$ cat src/rtl/cdsc_pkg.sv
// shared types and constants for the chunk deframer with sequence check
package cdsc_pkg;

   localparam int POS_W   = 11;
   localparam int SIZE_W  = 10;
   localparam int SEQ_W   = 10;
   localparam int COUNT_W = 8;

   localparam int QUEUE_DEPTH = 4;
   localparam int QPTR_W      = $clog2(QUEUE_DEPTH);
   localparam int QCNT_W      = $clog2(QUEUE_DEPTH + 1);

   localparam logic [SEQ_W-1:0] SEQ_HALF = SEQ_W'(1 << (SEQ_W - 1));

   typedef enum logic [1:0] {
      KIND_DELIVERED = 2'd0,
      KIND_RESEND    = 2'd1,
      KIND_OVERRUN   = 2'd2
   } result_kind_type;

   // one parsed chunk header or one overrun, handed from parser to checker
   typedef struct packed {
      logic              overrun;
      logic [1:0]        flags;
      logic [SIZE_W-1:0] size;
      logic [POS_W-1:0]  offset;
      logic [SEQ_W-1:0]  seq;
      logic              conn;
   } chunk_event_type;

endpackage

$ cat src/rtl/chunk_deframer_with_sequence_check_unit.sv
// top level of the chunk deframer with sequence check
// usage:
//   req_ channel carries the chunk area of a packet one byte per transaction,
//   with packet size, chunk count and connection flag repeated on every byte;
//   req_first_byte restarts the parse for a new packet
//   rsp_ channel gives at most one transaction per byte: a delivered chunk,
//   a resend request or a parse stop on overrun, with the running ack
// throughput: one byte per cycle while req_stall is low; the parser in the
//   front keeps all its state in registers, and the checker in the back pops
//   one queued event per cycle while the output is empty or not stalled
// path: the event of a taken byte is written into the event queue, and the
//   output register loads it from the queue head after earlier events, when
//   the output is empty or not held by rsp_stall
// stall: rsp_stall holds the output register; the back then stops popping
//   and the four-entry event queue absorbs parser events; req_stall rises
//   only while that queue is full
// reset: synchronous; clears the parse state, the ack to zero, the queue
//   and the output valid
module chunk_deframer_with_sequence_check_unit #(
   parameter int PACKET_BYTES = 2048
) (
   input  logic        clock,
   input  logic        reset,
   input  logic        req_valid,
   output logic        req_stall,
   input  logic [7:0]  req_data_byte,
   input  logic        req_first_byte,
   input  logic [10:0] req_packet_size,
   input  logic [7:0]  req_chunk_count,
   input  logic        req_has_connection,
   output logic        rsp_valid,
   input  logic        rsp_stall,
   output logic [1:0]  rsp_result_kind,
   output logic [1:0]  rsp_chunk_flags,
   output logic [9:0]  rsp_chunk_size,
   output logic [10:0] rsp_payload_offset,
   output logic [9:0]  rsp_chunk_sequence,
   output logic [9:0]  rsp_current_ack
);
   import cdsc_pkg::*;

   logic            queue_full;
   logic            push;
   chunk_event_type push_event;
   logic            pop;
   logic            head_valid;
   chunk_event_type head_event;

   // stall the byte stream only when the event queue has no room
   assign req_stall = queue_full;

   // front: position tracking, header collection, payload skipping
   cdsc_front #(
      .PACKET_BYTES (PACKET_BYTES)
   ) u_front (
      .clock              (clock),
      .reset              (reset),
      .req_valid          (req_valid),
      .req_data_byte      (req_data_byte),
      .req_first_byte     (req_first_byte),
      .req_packet_size    (req_packet_size),
      .req_chunk_count    (req_chunk_count),
      .req_has_connection (req_has_connection),
      .queue_full         (queue_full),
      .push               (push),
      .push_event         (push_event)
   );

   // events in parse order, so the ack seen by each result is in order too
   cdsc_queue u_queue (
      .clock      (clock),
      .reset      (reset),
      .push       (push),
      .push_event (push_event),
      .pop        (pop),
      .head_valid (head_valid),
      .head_event (head_event),
      .full       (queue_full)
   );

   // back: ack check, drop of old chunks, output register
   cdsc_back u_back (
      .clock              (clock),
      .reset              (reset),
      .head_valid         (head_valid),
      .head_event         (head_event),
      .pop                (pop),
      .rsp_valid          (rsp_valid),
      .rsp_stall          (rsp_stall),
      .rsp_result_kind    (rsp_result_kind),
      .rsp_chunk_flags    (rsp_chunk_flags),
      .rsp_chunk_size     (rsp_chunk_size),
      .rsp_payload_offset (rsp_payload_offset),
      .rsp_chunk_sequence (rsp_chunk_sequence),
      .rsp_current_ack    (rsp_current_ack)
   );

endmodule

$ cat src/rtl/cdsc_front.sv
// chunk header parser: tracks position, collects headers, skips payloads
module cdsc_front #(
   parameter int PACKET_BYTES = 2048
) (
   input  logic                     clock,
   input  logic                     reset,
   input  logic                     req_valid,
   input  logic [7:0]               req_data_byte,
   input  logic                     req_first_byte,
   input  logic [10:0]              req_packet_size,
   input  logic [7:0]               req_chunk_count,
   input  logic                     req_has_connection,
   input  logic                     queue_full,
   output logic                     push,
   output cdsc_pkg::chunk_event_type push_event
);
   import cdsc_pkg::*;

   localparam int LIMIT = (PACKET_BYTES < (1 << POS_W)) ? PACKET_BYTES : ((1 << POS_W) - 1);
   localparam logic [POS_W-1:0] LIMIT_SIZE = POS_W'(LIMIT);

   logic                active_ff, active_in;
   logic [POS_W-1:0]    pos_ff, pos_in;
   logic [COUNT_W-1:0]  taken_ff, taken_in;
   logic [15:0]         hbytes_ff, hbytes_in;
   logic [1:0]          hidx_ff, hidx_in;
   logic [SIZE_W-1:0]   skip_ff, skip_in;

   logic accept;
   assign accept = req_valid && !queue_full;

   always_comb begin
      logic [POS_W-1:0]   psize;
      logic [POS_W-1:0]   pos;
      logic [COUNT_W-1:0] taken;
      logic [15:0]        hb;
      logic [1:0]         hidx;
      logic [SIZE_W-1:0]  skip;
      logic               active;
      logic [1:0]         hflags;
      logic [POS_W:0]     hdr_end;
      logic [POS_W:0]     hend;
      logic [POS_W:0]     chunk_end;
      logic [SIZE_W-1:0]  size;
      logic [SEQ_W-1:0]   seq;
      logic               finish;

      psize  = (req_packet_size > LIMIT_SIZE) ? LIMIT_SIZE : req_packet_size;
      pos    = req_first_byte ? '0 : pos_ff;
      taken  = req_first_byte ? '0 : taken_ff;
      hb     = req_first_byte ? '0 : hbytes_ff;
      hidx   = req_first_byte ? '0 : hidx_ff;
      skip   = req_first_byte ? '0 : skip_ff;
      active = req_first_byte || active_ff;

      active_in = active_ff;
      pos_in    = pos_ff;
      taken_in  = taken_ff;
      hbytes_in = hbytes_ff;
      hidx_in   = hidx_ff;
      skip_in   = skip_ff;
      push      = 1'b0;
      push_event = '0;
      push_event.conn = req_has_connection;

      hflags    = req_data_byte[7:6];
      hdr_end   = {1'b0, pos} + (hflags[0] ? (POS_W+1)'(3) : (POS_W+1)'(2));
      hend      = {1'b0, pos} + (POS_W+1)'(1);
      finish    = 1'b0;
      seq       = '0;
      size      = '0;
      chunk_end = '0;

      if (accept) begin
         active_in = active;
         pos_in    = pos;
         taken_in  = taken;
         hbytes_in = hb;
         hidx_in   = hidx;
         skip_in   = skip;
         if (active) begin
            pos_in = pos + POS_W'(1);
            if (skip != '0) begin
               skip_in = skip - SIZE_W'(1);
            end else if (hidx == 2'd0) begin
               if (taken >= req_chunk_count) begin
                  active_in = 1'b0;
               end else begin
                  taken_in = taken + COUNT_W'(1);
                  if (hdr_end > {1'b0, psize}) begin
                     // header itself runs past the packet
                     active_in        = 1'b0;
                     hidx_in          = 2'd0;
                     push             = 1'b1;
                     push_event.overrun = 1'b1;
                     push_event.flags = hflags;
                  end else begin
                     hbytes_in = {8'h00, req_data_byte};
                     hidx_in   = 2'd1;
                  end
               end
            end else if (hidx == 2'd1) begin
               hbytes_in = {hb[7:0], req_data_byte};
               if (hb[6]) begin
                  hidx_in = 2'd2;
               end else begin
                  finish = 1'b1;
               end
            end else begin
               hbytes_in = hb;
               seq = {hb[7:6], hb[5:4] | req_data_byte[7:6], req_data_byte[5:0]};
               finish = 1'b1;
            end

            if (finish) begin
               hidx_in   = 2'd0;
               size      = {hbytes_in[13:8], hbytes_in[3:0]};
               chunk_end = hend + {2'b00, size};
               push      = 1'b1;
               push_event.flags = hbytes_in[15:14];
               if (chunk_end > {1'b0, psize}) begin
                  active_in          = 1'b0;
                  push_event.overrun = 1'b1;
               end else begin
                  skip_in           = size;
                  push_event.size   = size;
                  push_event.offset = hend[POS_W-1:0];
                  push_event.seq    = seq;
               end
            end
         end
      end
   end

   always_ff @(posedge clock) begin
      if (reset) begin
         active_ff <= 1'b0;
         pos_ff    <= '0;
         taken_ff  <= '0;
         hbytes_ff <= '0;
         hidx_ff   <= '0;
         skip_ff   <= '0;
      end else begin
         active_ff <= active_in;
         pos_ff    <= pos_in;
         taken_ff  <= taken_in;
         hbytes_ff <= hbytes_in;
         hidx_ff   <= hidx_in;
         skip_ff   <= skip_in;
      end
   end

endmodule

$ cat src/rtl/cdsc_queue.sv
// short event queue between parser and sequence checker
module cdsc_queue (
   input  logic                      clock,
   input  logic                      reset,
   input  logic                      push,
   input  cdsc_pkg::chunk_event_type push_event,
   input  logic                      pop,
   output logic                      head_valid,
   output cdsc_pkg::chunk_event_type head_event,
   output logic                      full
);
   import cdsc_pkg::*;

   chunk_event_type     entry_ff [QUEUE_DEPTH];
   logic [QPTR_W-1:0]   wr_ptr_ff, wr_ptr_in;
   logic [QPTR_W-1:0]   rd_ptr_ff, rd_ptr_in;
   logic [QCNT_W-1:0]   count_ff, count_in;
   logic                do_push, do_pop;

   assign full       = (count_ff == QCNT_W'(QUEUE_DEPTH));
   assign head_valid = (count_ff != '0);
   assign head_event = entry_ff[rd_ptr_ff];
   assign do_push    = push && !full;
   assign do_pop     = pop && head_valid;

   always_comb begin
      wr_ptr_in = do_push ? wr_ptr_ff + QPTR_W'(1) : wr_ptr_ff;
      rd_ptr_in = do_pop ? rd_ptr_ff + QPTR_W'(1) : rd_ptr_ff;
      count_in  = count_ff;
      if (do_push && !do_pop) begin
         count_in = count_ff + QCNT_W'(1);
      end else if (!do_push && do_pop) begin
         count_in = count_ff - QCNT_W'(1);
      end
   end

   always_ff @(posedge clock) begin
      if (do_push) begin
         entry_ff[wr_ptr_ff] <= push_event;
      end
   end

   always_ff @(posedge clock) begin
      if (reset) begin
         wr_ptr_ff <= '0;
         rd_ptr_ff <= '0;
         count_ff  <= '0;
      end else begin
         wr_ptr_ff <= wr_ptr_in;
         rd_ptr_ff <= rd_ptr_in;
         count_ff  <= count_in;
      end
   end

endmodule

$ cat src/rtl/cdsc_back.sv
// sequence checker with running ack and output register
module cdsc_back (
   input  logic                      clock,
   input  logic                      reset,
   input  logic                      head_valid,
   input  cdsc_pkg::chunk_event_type head_event,
   output logic                      pop,
   output logic                      rsp_valid,
   input  logic                      rsp_stall,
   output logic [1:0]                rsp_result_kind,
   output logic [1:0]                rsp_chunk_flags,
   output logic [9:0]                rsp_chunk_size,
   output logic [10:0]               rsp_payload_offset,
   output logic [9:0]                rsp_chunk_sequence,
   output logic [9:0]                rsp_current_ack
);
   import cdsc_pkg::*;

   logic [SEQ_W-1:0]  ack_ff, ack_in;
   logic              valid_ff, valid_in;
   result_kind_type   kind_ff, kind_in;
   logic [1:0]        flags_ff, flags_in;
   logic [SIZE_W-1:0] size_ff, size_in;
   logic [POS_W-1:0]  offset_ff, offset_in;
   logic [SEQ_W-1:0]  seq_ff, seq_in;
   logic [SEQ_W-1:0]  rack_ff, rack_in;
   logic              can_load;

   assign can_load = !valid_ff || !rsp_stall;
   assign pop      = can_load && head_valid;

   always_comb begin
      logic [SEQ_W-1:0] next_seq;
      logic             is_old;
      logic             emit;

      next_seq = ack_ff + SEQ_W'(1);
      if (ack_ff < SEQ_HALF) begin
         is_old = (head_event.seq <= ack_ff) || (head_event.seq >= ack_ff + SEQ_HALF);
      end else begin
         is_old = (head_event.seq <= ack_ff) && (head_event.seq >= ack_ff - SEQ_HALF);
      end

      ack_in    = ack_ff;
      emit      = 1'b1;
      kind_in   = KIND_DELIVERED;
      flags_in  = head_event.flags;
      size_in   = head_event.size;
      offset_in = head_event.offset;
      seq_in    = head_event.seq;

      if (head_event.overrun) begin
         kind_in = KIND_OVERRUN;
      end else if (head_event.conn && head_event.flags[0]) begin
         if (head_event.seq == next_seq) begin
            ack_in = next_seq;
         end else if (is_old) begin
            emit = 1'b0;
         end else begin
            kind_in = KIND_RESEND;
         end
      end

      if (!pop) begin
         ack_in = ack_ff;
      end
      rack_in  = ack_in;
      valid_in = can_load ? (pop && emit) : valid_ff;
   end

   always_ff @(posedge clock) begin
      if (reset) begin
         ack_ff   <= '0;
         valid_ff <= 1'b0;
      end else begin
         ack_ff   <= ack_in;
         valid_ff <= valid_in;
      end
   end

   always_ff @(posedge clock) begin
      if (pop) begin
         kind_ff   <= kind_in;
         flags_ff  <= flags_in;
         size_ff   <= size_in;
         offset_ff <= offset_in;
         seq_ff    <= seq_in;
         rack_ff   <= rack_in;
      end
   end

   assign rsp_valid          = valid_ff;
   assign rsp_result_kind    = kind_ff;
   assign rsp_chunk_flags    = flags_ff;
   assign rsp_chunk_size     = size_ff;
   assign rsp_payload_offset = offset_ff;
   assign rsp_chunk_sequence = seq_ff;
   assign rsp_current_ack    = rack_ff;

endmodule
$ cat config.mk
export PLATFORM = sky130hd
export DESIGN_NAME = chunk_deframer_with_sequence_check_unit
export DESIGN_NICKNAME = d
export VERILOG_FILES = /design/src/rtl/cdsc_pkg.sv /design/src/rtl/chunk_deframer_with_sequence_check_unit.sv /design/src/rtl/cdsc_front.sv /design/src/rtl/cdsc_queue.sv /design/src/rtl/cdsc_back.sv
export SDC_FILE = /design/constraint.sdc
export NUM_CORES = 1
export LEC_CHECK = 0
export BUFFER_PORTS_ARGS = -buffer_cell sky130_fd_sc_hd__buf_4
export CORE_AREA = 2 2 125 188
export CTS_BUF_LIST = sky130_fd_sc_hd__clkbuf_2
export DETAILED_ROUTE_END_ITERATION = 16
export DIE_AREA = 0 0 127 190
export PLACE_DENSITY = 0.79
export SYNTH_ARGS = -nofsm -noshare
export SYNTH_HDL_FRONTEND = slang
export SYNTH_SLANG_ARGS = --single-unit
$ cat constraint.sdc
create_clock -name clock -period 8.5 [get_ports clock]
set_input_delay 0.85 -clock clock [delete_from_list [all_inputs] [get_ports clock]]
set_output_delay 0.85 -clock clock [all_outputs]
set_load 0.05 [all_outputs]
==> flow_metrics.env <==
export IMPL_highest_layer="met4"
export IMPL_grt_max_degree=70
export IMPL_synth_avg_cell_area_sq_um=11.9
export IMPL_place_area_sq_um=13500
export IMPL_synth_top_family_by_area="simple AND/OR/NAND/NOR gates"
export IMPL_synthAdderAreaFrac=0.0616
export IMPL_crit_fanout=13
export IMPL_drive_gt1_frac=0.198
export IMPL_postCtsHoldBufs=0
export IMPL_coreArea_sq_um=22600
export IMPL_tns_ns=0
export IMPL_slowest_delay_ns=0.58
export IMPL_drtAntennaViolNets=0
export IMPL_hold_depth=1
export IMPL_yosys_area_top_type="edfxtp_1"
export IMPL_die_x_um=127
export IMPL_cp_arrival_ns=8.42
export IMPL_cp_end_kind="flip-flop"
export IMPL_switchingPower_w=0.00136
export IMPL_yosysMostFrequentCell="edfxtp_1"
export IMPL_num_fill_cells=1837
export IMPL_synth_top_flop_cell="edfxtp_1"
export IMPL_overflow=0
export IMPL_sw_frac_of_total=0.384
export IMPL_critical_path_class="reg2reg"
export IMPL_reg2reg_slack_ns=0.68
export IMPL_reg2regPathDepth=32
export IMPL_crit_path_start_kind="flip-flop"
export IMPL_syn_inst=1063
export IMPL_portBuffers=79
export IMPL_wl_met2_um=14700
export IMPL_grt_pass1_wl_um=44800
export IMPL_rr_startpoint="u_front.pos_ff[0]"
export IMPL_dpl_cell_count=1400
export IMPL_drtIter0Drc=768
export IMPL_required_ns=9.10
export IMPL_power_density_nw_per_um2=251
export IMPL_maxSlewHeadroom=0.270
export IMPL_rsz0062_at_grt="false"
export IMPL_synth_area_mux_share=0.0684
export IMPL_nNetsFinal=1267
export IMPL_worstMarginPinSlew_ns=1.09
export IMPL_start_util=0.557
export IMPL_syn_area_sq_um=12600
export IMPL_viasPerCell=5.95
export IMPL_hp_class="in2reg"
export IMPL_startpoint="u_front.pos_ff[0]"
export IMPL_synth_top_area_frac=0.441
export IMPL_final_hold_violation_count=0
export IMPL_finClkSkew_ns=0.0785
export IMPL_r2r_end="u_queue.entry_ff[0][29]"
export IMPL_p_clk_frac=0.206
export IMPL_synth_distinct_cells=77
export IMPL_drc=0
export IMPL_clockRootBuffer="clkbuf_2"
export IMPL_hp_start="req_has_connection"
export IMPL_stdcell_area_sq_um=14100
export IMPL_area_delta_synth_final_pct=11.6
export IMPL_seqPwrFrac=0.447
export IMPL_clk_path_buf_depth=3
export IMPL_post_dp_hpwl_um=20000
export IMPL_vias=8908
export IMPL_yosysSeqAreaShare=0.549
export IMPL_m1WireLength_um=10400
export IMPL_yosys_top_cells_area="edfxtp_1, dfxtp_1, mux4_2, ha_1, nor2_1"
export IMPL_grt_pass1_vias=8926
export IMPL_dr_wl_met3_um=1470
export IMPL_slew_viol_final=0
export IMPL_placementRows=68
export IMPL_clk_latency_ns=0.87
export IMPL_intPower_w=0.00218
export IMPL_cts_setup_buffers=0
export IMPL_place_congestion=0.944
export IMPL_numCtsBuffers=52
export IMPL_cts_htree_levels=2
export IMPL_min_period_ns=7.82
export IMPL_outcome="completed"
export IMPL_cp_slowest_cell="or4_1"
export IMPL_crit_top_cell="ha_1"
export IMPL_wl_per_cell_um=18.8
export IMPL_clkTransAtPathRegs_ns=0.12
export IMPL_track_usage=0.236
export IMPL_synth_compound_area_share=0.103
export IMPL_crit_path_end="u_queue.entry_ff[0][29]"
export IMPL_timing_final_crit_share=0.921
export IMPL_p_leak_nw=5.41
export IMPL_ios=80
export IMPL_syn_num_nets=1156
export IMPL_die_area_sq_um=24100
export IMPL_max_cap_violations=0
export IMPL_peakVddDrop_mv=0.152
export IMPL_setup_viol=0
export IMPL_synth_edf_count=185
export IMPL_async_flop_share=0
export IMPL_synth_seq_cells=253
export IMPL_synthSimpleGateAreaFrac=0.141
export IMPL_dieHeight_um=190
export IMPL_fmax_mhz=128
export IMPL_fin_cells=1496
export IMPL_firstDrtPassIters=6
export IMPL_combPwrFrac=0.347
export IMPL_synth_xor_area_frac=0.0432
export IMPL_cts_tree="done"
export IMPL_ctsResizeCount=0
export IMPL_synth_common_cells="edfxtp_1, nor2_1, dfxtp_1, nand2_1, inv_1"
export IMPL_antenna_found_initial=1
export IMPL_cts_sinks=253
export IMPL_wirelength_um=28100
export IMPL_yosys_warnings=0
==> cell type report <==
cell class | instances | area, sq um | area share
sequential | 253 | 6920 | 0.492
tap | 280 | 350 | 0.0249
multi-input combinational | 703 | 5280 | 0.375
clock buffer | 59 | 295 | 0.0210
antenna | 1 | 2.50 | 0.000178
clock inverter | 36 | 208 | 0.0148
inverter | 59 | 221 | 0.0157
timing repair buffer | 105 | 788 | 0.0560
==> metrics by stage <==
stage                     utilization  total power, W  setup WS (ns)  hold slack [ns]
after floorplan                     -         0.00249          0.186            0.437
after global placement          0.599         0.00282          0.353            0.452
final                           0.621         0.00353          0.675            0.259
after detailed placement        0.599         0.00284          0.136            0.458
after global routing            0.621         0.00370         0.0332            0.199
after CTS                       0.621         0.00357          0.627            0.187
==> critical path: cells and delay by family (launching register included) <==
| kind | cells | cell delay (ns) |
|---|---|---|
| flops | 1 | 0.41 |
| fa+ha+maj | 6 | 1.44 |
| xor+xnor | 2 | 0.26 |
| simple gates | 8 | 1.85 |
| compound gates | 12 | 2.94 |
| buf+inv | 4 | 0.68 |
==> kinds of logic (layout without fill, tap and decap cells) <==
logic type	Yosys count	count (layout)
and+or+nand+nor	350	350
buffers and inverters	107	259
muxes	42	42
adders and majority gates	61	61
DFF	253	253
other	0	1
xor gates and xnor gates	55	55
AOI/OAI and AO/OA	195	195
==> state kept, by name, indices dropped and copies added (netlist names), 11 cells and up, named ones only <==
name                       cells
u_back.rsp_payload_offset     11
u_queue.entry_ff             140
u_front.pos_ff                11
u_front.hbytes_ff             16
==> cells in the final DEF, fill, tap and decap left out, types with 4 or more instances in the layout <==
master	count
nor3_1	26
and2_1	14
nand4_1	13
nor3b_1	4
o21a_1	9
o211ai_1	6
nor2b_1	33
a21o_1	5
mux4_2	35
edfxtp_1	185
and3_1	13
inv_1	59
xor2_1	15
dfxtp_1	67
xnor2_1	35
xnor3_1	4
a21oi_1	54
a211oi_1	18
or3_1	9
nand3b_1	6
a22oi_1	8
nand2b_1	9
o311a_1	4
o21ai_0	36
a31oi_1	9
nand4b_1	4
a311oi_1	4
clkinv_1	19
a22o_1	4
buf_4	105
clkbuf_2	59
nor2_1	105
mux2i_1	4
clkinv_2	13
nor4_1	5
ha_1	58
nand3_1	20
nand2_1	67
==> worst min-delay path by stage <==
stage / slack [ns] / to
floorplan: 0.44 / u_front.hbytes_ff[12]
global placement: 0.45 / u_front.hbytes_ff[12]
detailed placement: 0.46 / u_front.hbytes_ff[12]
CTS: 0.19 / u_queue.entry_ff[3][0]
global route: 0.20 / u_queue.entry_ff[3][0]
finish: 0.26 / u_queue.entry_ff[3][0]
==> power by group through the flow <==
stage	clock (W)	combinational (W)	sequential, W
after floorplan	0	0.000509	0.00198
after global placement	0	0.00122	0.00160
after detailed placement	0	0.00123	0.00161
after CTS	0.000749	0.00124	0.00158
after global routing	0.000800	0.00131	0.00159
final	0.000727	0.00123	0.00158
==> per-layer routing <==
metal / track usage / vias up
met5: 0 / -
met4: 0.137 / 0
met3: 0.0346 / 89
met2: 0.421 / 342
met1: 0.268 / 4269
li1: - / 4208
No activity file was read; power rests on OpenSTA's default activity.
